[config.mk]
export PLATFORM = sky130hd
export DESIGN_NAME = ascii_decimal_to_fixed_parser_core
export DESIGN_NICKNAME = d
export VERILOG_FILES = /design/src/rtl/adfp_pkg.sv /design/src/rtl/ascii_decimal_to_fixed_parser_core.sv
export SDC_FILE = /design/constraint.sdc
export NUM_CORES = 1
export LEC_CHECK = 0
export BUFFER_PORTS_ARGS = -buffer_cell sky130_fd_sc_hd__buf_2
export CAP_MARGIN = 15
export CORE_MARGIN = 2
export CORE_UTILIZATION = 55
export CTS_CLUSTER_DIAMETER = 150
export DETAILED_ROUTE_END_ITERATION = 6
export PLACE_DENSITY = 0.77
export SLEW_MARGIN = 20
export SYNTH_ARGS = -nofsm -noshare
export SYNTH_HDL_FRONTEND = slang
export SYNTH_SLANG_ARGS = --single-unit
[constraint.sdc]
create_clock -name clk -period 6.59 [get_ports clk]
set_input_delay 1.318 -clock clk [delete_from_list [all_inputs] [get_ports clk]]
set_output_delay 1.318 -clock clk [all_outputs]
set_load 0.005 [all_outputs]
[src/rtl/adfp_pkg.sv]
// ----------------------------------------------------------------------------
// adfp_pkg
// Shared types, character codes and constant helpers for the ASCII decimal
// to fixed-point parser.
// ----------------------------------------------------------------------------
package adfp_pkg;

    localparam int FRAC_BITS_DEFAULT = 28;
    localparam int VALUE_W           = 64;
    localparam int INT_W             = 35;
    localparam int WEIGHT_STEPS      = 10;

    localparam logic [INT_W-1:0] INT_LIMIT = INT_W'(64'd2147483647);

    localparam logic [7:0] CHAR_SPACE = 8'h20;
    localparam logic [7:0] CHAR_PLUS  = 8'h2B;
    localparam logic [7:0] CHAR_MINUS = 8'h2D;
    localparam logic [7:0] CHAR_POINT = 8'h2E;
    localparam logic [7:0] CHAR_ZERO  = 8'h30;
    localparam logic [7:0] CHAR_NINE  = 8'h39;
    localparam logic [7:0] CHAR_TAB   = 8'h09;
    localparam logic [7:0] CHAR_CR    = 8'h0D;

    typedef enum logic [3:0] {
        PH_SKIP = 4'b0001,
        PH_INT  = 4'b0010,
        PH_FRAC = 4'b0100,
        PH_DONE = 4'b1000
    } phase_t;

    function automatic logic is_digit(input logic [7:0] c);
        return (c >= CHAR_ZERO) && (c <= CHAR_NINE);
    endfunction

    function automatic logic is_blank(input logic [7:0] c);
        return (c == CHAR_SPACE) || ((c >= CHAR_TAB) && (c <= CHAR_CR));
    endfunction

    // Weight after k fraction digits: one in fixed point, cut to a tenth k times.
    function automatic logic [31:0] frac_weight(input int frac_bits, input int k);
        logic [31:0] w;
        w = 32'd1 << frac_bits;
        for (int i = 0; i < k; i++)
        begin
            w = w / 32'd10;
        end
        return w;
    endfunction

endpackage

[src/rtl/ascii_decimal_to_fixed_parser_core.sv]
// ----------------------------------------------------------------------------
// ascii_decimal_to_fixed_parser_core
// Parses an ASCII decimal string, one character per transfer, into a signed
// fixed-point value with FRAC_BITS fraction bits.
// ----------------------------------------------------------------------------
// The final character is held in the input register, then the result and
// out_valid are registered as it advances. Throughput: one character per
// cycle; a final character waits in the input register only while a result
// is held with out_ready low.
// Reset: rst_n clears the parse state and both valid flags at once.
module ascii_decimal_to_fixed_parser_core #(
    parameter int FRAC_BITS = adfp_pkg::FRAC_BITS_DEFAULT
) (
    input  logic                                clk,
    input  logic                                rst_n,
    input  logic                                in_valid,
    output logic                                in_ready,
    input  logic [7:0]                          character,
    input  logic                                last,
    output logic                                out_valid,
    input  logic                                out_ready,
    output logic signed [adfp_pkg::VALUE_W-1:0] value,
    output logic                                overflow
);

    localparam int CntW = $clog2(adfp_pkg::WEIGHT_STEPS);
    localparam logic [CntW-1:0] CntMax = CntW'(adfp_pkg::WEIGHT_STEPS - 1);
    localparam logic signed [adfp_pkg::VALUE_W-1:0] OvfValue =
        -(64'sd1 <<< FRAC_BITS);

    // weight table, one entry per fraction digit position
    logic [FRAC_BITS-1:0] weight_tab [adfp_pkg::WEIGHT_STEPS];

    for (genvar k = 0; k < adfp_pkg::WEIGHT_STEPS; k++)
    begin : g_weight
        assign weight_tab[k] = FRAC_BITS'(adfp_pkg::frac_weight(FRAC_BITS, k));
    end

    // input stage
    logic       stg_valid_reg;
    logic [7:0] stg_char_reg;
    logic       stg_last_reg;
    logic       advance;

    // parse state
    adfp_pkg::phase_t                phase_reg, phase_next;
    logic                            negative_reg, negative_next;
    logic [adfp_pkg::INT_W-1:0]      int_reg, int_next;
    logic [FRAC_BITS-1:0]            frac_reg, frac_next;
    logic [CntW-1:0]                 cnt_reg, cnt_next;
    logic                            ovf_reg, ovf_next;

    // result
    logic                                out_valid_reg;
    logic signed [adfp_pkg::VALUE_W-1:0] value_reg, value_next;
    logic                                overflow_reg;

    logic                            dig_ok;
    logic [3:0]                      dig;
    logic [CntW-1:0]                 cnt_inc;
    logic [FRAC_BITS+3:0]            frac_prod;
    logic [adfp_pkg::VALUE_W-1:0]    mag;

    assign advance  = stg_valid_reg && (!stg_last_reg || !out_valid_reg || out_ready);
    assign in_ready = !stg_valid_reg || advance;

    assign dig_ok    = adfp_pkg::is_digit(stg_char_reg);
    assign dig       = stg_char_reg[3:0];
    assign cnt_inc   = (cnt_reg == CntMax) ? cnt_reg : cnt_reg + CntW'(1);
    assign frac_prod = dig * weight_tab[cnt_inc];

    always_comb
    begin
        phase_next    = phase_reg;
        negative_next = negative_reg;
        int_next      = int_reg;
        frac_next     = frac_reg;
        cnt_next      = cnt_reg;
        ovf_next      = ovf_reg;

        unique case (phase_reg)
            adfp_pkg::PH_SKIP,
            adfp_pkg::PH_INT:
            begin
                if (dig_ok)
                begin
                    if (int_reg > adfp_pkg::INT_LIMIT)
                    begin
                        ovf_next   = 1'b1;
                        phase_next = adfp_pkg::PH_DONE;
                    end
                    else
                    begin
                        int_next   = (int_reg << 3) + (int_reg << 1)
                                   + adfp_pkg::INT_W'(dig);
                        phase_next = adfp_pkg::PH_INT;
                    end
                end
                else if (stg_char_reg == adfp_pkg::CHAR_POINT)
                begin
                    phase_next = adfp_pkg::PH_FRAC;
                end
                else if (phase_reg == adfp_pkg::PH_SKIP
                         && adfp_pkg::is_blank(stg_char_reg))
                begin
                    phase_next = adfp_pkg::PH_SKIP;
                end
                else if (phase_reg == adfp_pkg::PH_SKIP
                         && (stg_char_reg == adfp_pkg::CHAR_MINUS
                             || stg_char_reg == adfp_pkg::CHAR_PLUS))
                begin
                    negative_next = (stg_char_reg == adfp_pkg::CHAR_MINUS);
                    phase_next    = adfp_pkg::PH_INT;
                end
                else
                begin
                    phase_next = adfp_pkg::PH_DONE;
                end
            end
            adfp_pkg::PH_FRAC:
            begin
                if (dig_ok)
                begin
                    cnt_next  = cnt_inc;
                    frac_next = frac_reg + FRAC_BITS'(frac_prod);
                end
                else
                begin
                    phase_next = adfp_pkg::PH_DONE;
                end
            end
            default:
            begin
                phase_next = adfp_pkg::PH_DONE;
            end
        endcase
    end

    // fraction stays below one, so the magnitude is a plain concatenation
    assign mag = adfp_pkg::VALUE_W'({int_next, frac_next});

    always_comb
    begin
        if (ovf_next)
        begin
            value_next = OvfValue;
        end
        else if (negative_next)
        begin
            value_next = -$signed(mag);
        end
        else
        begin
            value_next = $signed(mag);
        end
    end

    always_ff @(posedge clk or negedge rst_n)
    begin
        if (!rst_n)
        begin
            stg_valid_reg <= 1'b0;
            out_valid_reg <= 1'b0;
            phase_reg     <= adfp_pkg::PH_SKIP;
            negative_reg  <= 1'b0;
            int_reg       <= '0;
            frac_reg      <= '0;
            cnt_reg       <= '0;
            ovf_reg       <= 1'b0;
        end
        else
        begin
            if (in_ready)
            begin
                stg_valid_reg <= in_valid;
            end

            if (advance)
            begin
                if (stg_last_reg)
                begin
                    // string done: return to the reset state
                    phase_reg    <= adfp_pkg::PH_SKIP;
                    negative_reg <= 1'b0;
                    int_reg      <= '0;
                    frac_reg     <= '0;
                    cnt_reg      <= '0;
                    ovf_reg      <= 1'b0;
                end
                else
                begin
                    phase_reg    <= phase_next;
                    negative_reg <= negative_next;
                    int_reg      <= int_next;
                    frac_reg     <= frac_next;
                    cnt_reg      <= cnt_next;
                    ovf_reg      <= ovf_next;
                end
            end

            if (advance && stg_last_reg)
            begin
                out_valid_reg <= 1'b1;
            end
            else if (out_ready)
            begin
                out_valid_reg <= 1'b0;
            end
        end
    end

    always_ff @(posedge clk)
    begin
        if (in_ready && in_valid)
        begin
            stg_char_reg <= character;
            stg_last_reg <= last;
        end
        if (advance && stg_last_reg)
        begin
            value_reg    <= value_next;
            overflow_reg <= ovf_next;
        end
    end

    assign out_valid = out_valid_reg;
    assign value     = value_reg;
    assign overflow  = overflow_reg;

`ifndef SYNTHESIS
    a_ovf_value: assert property (@(posedge clk) disable iff (!rst_n)
        out_valid_reg && overflow_reg |-> value_reg == OvfValue)
        else $error("overflow result is not -1.0");

    a_ovf_done: assert property (@(posedge clk) disable iff (!rst_n)
        ovf_reg |-> phase_reg == adfp_pkg::PH_DONE)
        else $error("overflow flag set outside done phase");

    a_result_out: assert property (@(posedge clk) disable iff (!rst_n)
        advance && stg_last_reg |=> out_valid_reg)
        else $error("final character did not produce a result");

    a_cnt_range: assert property (@(posedge clk) disable iff (!rst_n)
        cnt_reg <= CntMax)
        else $error("fraction digit count out of range");

    a_frac_phase: assert property (@(posedge clk) disable iff (!rst_n)
        cnt_reg != '0 |-> phase_reg == adfp_pkg::PH_FRAC
                          || phase_reg == adfp_pkg::PH_DONE)
        else $error("fraction digits counted outside fraction part");
`endif

endmodule

==> qor.yml, run 1 <==
io_pins: 80
die_area_um2: 28300
numCtsBuffers: 17
num_vias: 15075
rrSetupSlack_ps: -260
drv_cap: 0
path_max_fanout: 7
die_w_um: 168
initial_core_util_pct: 55.5
highest_layer: "met4"
drive_above_1_share_pct: 26.1
endpoint_kind: "flop"
setup_viol: 43
ir_drop_mv: 0.133
r2r_end: "value[57]"
grt.overflow.total: 0
synth_area_leader_cell: "edfxtp_1"
synth_area_per_cell_um2: 8.53
setup.worst_path.start: "cnt_reg[0]"
p_leak_nw: 8.67
whs_path_depth: 2
worstHoldEndpoint: "frac_reg[5]"
ys_dominant_reg_cell: "edfxtp_1"
period_share_pct: 104
route.met2.wl_mm: 22.5
diodes: 0
synth_area_um2: 14800
hold_path_class: "flop to flop"
critPathLaunchType: "flop"
fin_ws_ps: -264
cts.root.buffer_cell: "clkbuf_16"
drt_iter0_drc: 1818
tightest_slew_ps: 1070
cts.sinks: 149
cp_common_cell: "nand2_1"
syn_inst: 1740
yosys_warnings: 0
syn_to_final_growth_pct: 25.7
antenna_found_initial: 0
ys_types: 86
wirelength_mm: 50.3
drv_slew: 0
grt_max_degree: 67
met1_length_mm: 20.7
synth_seq_area_share_pct: 27.6
drtPass1Iterations: 7
regArea_um2: 4100
max_freq_mhz: 146
grt_pass1_wl_mm: 77.4
critPathKind: "flop to flop"
grt_pass1_vias: 14484
utilization_pct: 69.8
gp_congestion: 1.01
status: "complete, but fails checks"
worstPathArrival_ps: 7030
multiInputGateArea_um2: 10700
synth-seq-cells: 149
n_fill_cell: 2013
finalClockSkew_ps: 16.8
hold_violations: 0
rsz0062_at_grt: "yes"
clkTransAtPathRegs_ps: 70
hpwl_mm: 36.1
fp.coreArea_um2: 26700
async_flop_share_pct: 50.3
drc_errors: 12
r2r_cells: 30
powerDensity_nw_per_um2: 149
io_buffer_count: 79
synth_edf_count: 74
vias_per_cell: 6.45
cts_tree: "built"
wl_per_cell_um: 21.5
fin_nets: 2173
slowest_stage: "fa_1"
syn-num-nets: 1930
clockBufferDepth: 2
violations: "design-rule violations, negative setup slack"
pre_cts_slack_ps: -347
fin_crit_ps: 6850
r2r_start: "cnt_reg[0]"
grt_use_total_pct: 34.5
cpPeakStageDelay_ps: 530
required_ps: 6770
dr_wl_met3_mm: 4.68
yosys-top-cells-area: "edfxtp_1 15%, dfrtp_1 12%, ha_1 9.4%, fa_1 8.8%, nand2_1 5.0%"
largest_register_ffs: 64
antenna_left: 0
die_h_um: 168
worst_hold_slack_ps: 526
synth_top_area_share_pct: 15.0
clk_latency_ps: 450
min_from: "frac_reg[5]"
fp-row-count: 60
h-tree-depth: 4
slew-limit-headroom_pct: 28.6
-- kinds of logic (layout without fill, tap and decap cells) --
group	count (synthesis)	count (layout)	share of synthesized area (%)
DFF	149	149	27.6
xor gates and xnor gates	85	85	5.02
buffers and inverters	249	505	6.39
muxes	24	24	1.62
AOI/OAI and AO/OA	450	450	20.3
and+or+nand+nor	606	606	20.9
adders and majority gates	177	177	18.2
-- final cells by class --
type,instances,area share [%]
Clock buffer,18,2.30
Clock inverter,14,0.644
Inverter,166,3.34
Multi-Input combinational cell,1342,57.5
Sequential cell,149,22.0
Tap cell,341,2.29
Timing Repair Buffer,307,12.0
-- cells in the mapped netlist (16+ instances only) --
cell,count
a211oi_1,20
a21o_1,17
a21oi_1,104
a22o_1,27
a31oi_1,27
and2_1,44
and3_1,29
clkbuf_1,65
dfrtp_1,74
edfxtp_1,74
fa_1,65
ha_1,112
inv_1,165
mux2i_1,24
nand2_1,197
nand3_1,34
nand4_1,37
nor2_1,115
nor2b_1,16
nor3_1,40
o211ai_1,17
o21ai_0,88
o22ai_1,21
o31ai_1,17
xnor2_1,46
xor2_1,39
-- report_power, final --
part	total [mW]	internal, mW	switching, mW
clock	0.971	0.493	0.478
combinational	0.790	0.343	0.447
sequential	1.02	1.00	0.0193
-- routing by layer --
metal / vias up / track usage [%]
li1: 6772 / -
met1: 7202 / 47.0
met2: 906 / 53.9
met3: 195 / 6.16
met4: 0 / 15.2
met5: - / 0
-- layout by cell type, fill, tap and decap left out, types with 15 or more instances in the layout --
master     instances
edfxtp_1          74
mux2i_1           22
a31oi_1           17
a22o_1            27
inv_1            150
inv_2             15
nor2_1           102
o22ai_1           18
a211oi_1          15
nor3_1            37
and3_1            26
and2_1            33
xor2_1            39
clkbuf_16         19
o211ai_1          17
a21o_1            17
buf_4            213
nand3_1           30
nand2_1          193
a21oi_1           85
o21ai_0           76
fa_1              64
dfrtp_1           72
xnor2_1           43
ha_1              94
buf_2             79
nand4_1           37
-- stage by stage --
step / cells / TNS (ps) / power (mW) / cell area (um2)
after floorplan: 1740 / 0 / 1.41 / 14900
after global placement: 2268 / -5250 / 1.69 / 16900
after detailed placement: 2268 / -9200 / 1.70 / 16900
after CTS: 2316 / -34.4 / 2.69 / 18000
after global routing: 2337 / -19140 / 2.88 / 18700
final: 2337 / -7280 / 2.78 / 18700
-- worst max path at each step --
stage	endpoint	slack [ps]	depth (start not counted)
after floorplan	value[59]	8	26
after global placement	value[60]	-250	28
after detailed placement	value[60]	-350	27
after CTS	value[61]	-20	26
after global routing	value[57]	-650	31
final	value[57]	-260	30
-- timing repair --
item / CTS / global route
resized for setup: 86 / 110
endpoints found under the hold margin: 0 / 0
gates cloned: 1 / 2
pin swaps: 36 / 65
hold buffers: 0 / 0
setup buffers: 15 / 19
endpoints found under the setup margin: 43 / 46
-- worst max-delay path: cells and delay by family (launching register included) --
family          cells  cell delay (ps)
compound gates      6             1250
xor+xnor            1              220
fa+ha+maj           5             2100
buf+inv             9             1000
flops               1              450
simple gates        9             1500
(Power assumes the default switching activity.)
==> run 2: changes to the inputs <==
- CORE_ASPECT_RATIO: not set -> 1.2
==> qor.yml, run 2 (synthesis results as in run 1) <==
violations: "negative setup slack"  # was design-rule violations, negative setup slack
cts.sinks: 149  # unchanged
powerDensity_nw_per_um2: 153  # was 149 nW/um2
tns_ps: -8120  # was -7280 ps
slowest_stage: "fa_1"  # unchanged
io_pins: 80  # unchanged
r2r_cells: 29  # was 30
numCtsBuffers: 17  # unchanged
drive_above_1_share_pct: 24.9  # was 26.1%
die_area_um2: 28300  # about the same
hold_path_class: "flop to flop"  # unchanged
cts_hold_buf: 0  # unchanged
crit_end: "value[54]"  # was value[57]
fin_crit_ps: 6890  # was 6850 ps
drv_slew: 0  # unchanged
fin_nets: 2171  # was 2173
wirelength_mm: 49.6  # was 50.3 mm
fin_cells: 2330  # was 2337
clkTransAtPathRegs_ps: 70  # about the same
critPathLaunchType: "flop"  # unchanged
drt_iter0_drc: 1257  # was 1818
syn_to_final_growth_pct: 24.7  # was 25.7%
num_vias: 14777  # was 15075
fin_ws_ps: -305  # was -264 ps
wl_per_cell_um: 21.3  # was 21.5 um
setup.worst_path.start: "cnt_reg[1]"  # was cnt_reg[0]
fp-row-count: 65  # was 60
cpPeakStageDelay_ps: 560  # was 530 ps
status: "complete, but fails checks"  # unchanged
cp_common_cell: "buf_4"  # was nand2_1
clockBufferDepth: 2  # unchanged
drc_errors: 0  # was 12
grt_use_total_pct: 35.1  # was 34.5%
layout_common_cells: "219 x buf_4, 193 x nand2_1, 158 x inv_1, 103 x nor2_1, 94 x ha_1"  # was 213 x buf_4, 193 x nand2_1, 150 x inv_1, 102 x nor2_1, 94 x ha_1
critPathKind: "flop to flop"  # unchanged
h-tree-depth: 4  # unchanged
period_share_pct: 105  # was 104%
hpwl_mm: 37.0  # was 36.1 mm
required_ps: 6760  # was 6770 ps
hold_violations: 0  # unchanged
grt_max_degree: 46  # was 67
largest_register_ffs: 64  # unchanged
initial_core_util_pct: 56.1  # was 55.5%
cts.root.buffer_cell: "clkbuf_16"  # unchanged
layout_commonest_cell: "buf_4"  # unchanged
die_w_um: 154  # was 168 um
tightest_slew_ps: 989  # was 1070 ps
regArea_um2: 4100  # unchanged
fp.coreArea_um2: 26400  # was 26700 um2
finalClockSkew_ps: 8.64  # was 16.8 ps
rsz0062_at_grt: "yes"  # unchanged
setup_viol: 39  # was 43
clk_latency_ps: 450  # about the same
drtPass1Iterations: 6  # was 7
max_freq_mhz: 145  # was 146 MHz
path_max_fanout: 7  # unchanged
cts_tree: "built"  # unchanged
ir_drop_mv: 0.161  # was 0.133 mV
rrSetupSlack_ps: -300  # was -260 ps
antenna_left: 0  # unchanged
slew-limit-headroom_pct: 33.9  # was 28.6%
drv_cap: 0  # unchanged
n_fill_cell: 1989  # was 2013
finalPower_mw: 2.84  # was 2.78 mW
gp_congestion: 0.945  # was 1.01
post-place-cells: 2261  # was 2268
grt_pass1_vias: 14686  # was 14484
r2r_start: "cnt_reg[1]"  # was cnt_reg[0]
grt_pass1_wl_mm: 77.8  # was 77.4 mm
p_leak_nw: 8.66  # was 8.67 nW
io_buffer_count: 79  # unchanged
antenna_found_initial: 2  # was 0
grt.overflow.total: 0  # unchanged
worstPathArrival_ps: 7070  # was 7030 ps
endpoint_kind: "flop"  # unchanged
multiInputGateArea_um2: 10600  # was 10700 um2
die_h_um: 184  # was 168 um
r2r_end: "value[54]"  # was value[57]
vias_per_cell: 6.34  # was 6.45
run 2: changes by cell type in the layout (fill, tap and decap cells not counted), sizes merged:
cell / delta
bufinv: +3
clkbuf: -2
buf: -1
diode: +1
clkinv: -2
run 2: final cells by class:
cell class                 count  area share, %
clock inverter                15           1.04
antenna                        1         0.0135
clock buffer                  17           2.30
inverter                     166           3.37
sequential                   149           22.2
tap                          335           2.26
timing repair buffer         305           11.7
multi-input combinational   1342           57.2
run 2: report_power, final:
group | internal [mW] | switching (mW)
Sequential | 1.00 | 0.0214
Clock | 0.606 | 0.456
Combinational | 0.324 | 0.429
Total | 1.93 | 0.907
run 2: how the worst min path moves through the flow:
stage,startpoint,slack [ps],end,cells past startpoint
after floorplan,negative_reg,470,negative_reg,2
after global placement,negative_reg,480,negative_reg,2
final,frac_reg[7],510,frac_reg[7],2
after detailed placement,frac_reg[7],500,frac_reg[7],2
after CTS,frac_reg[7],510,frac_reg[7],2
after global routing,frac_reg[5],550,frac_reg[5],2
run 2: routing by layer:
metal  routed length, um  vias up  GRT usage, %
met5                  11        -             0
met4                3330        2          21.9
met3                3340      219          4.79
met2               24600      743          62.1
met1               18400     7036          40.1
li1                    -     6777             -
run 2: what timing repair did:
item                       4_1_cts  5_1_grt
pin swaps                       35       30
cloned                           1        1
buffers inserted                 8       26
setup endpoints to repair       43       44
resized for setup               89       63
run 2: per-stage QoR:
stage,utilization (%),hold slack (ps),instance area [um2],setup WS (ps)
after floorplan,-,466,14900,8.00
after global placement,64.0,482,16900,-220
after detailed placement,64.0,496,16900,-378
after CTS,68.2,511,18000,-30.5
after global routing,70.0,548,18500,-557
final,70.0,506,18500,-305
run 2: worst max-delay path, delay by kind of cell, from the launching register on:
family	cells	cell delay, ps
AND/OR/NAND/NOR	9	1590
XOR/XNOR	1	220
flip-flops	1	420
AO/OA/AOI/OAI	5	970
adder cells (fa/ha/maj)	6	2320
buffers and inverters	8	1090
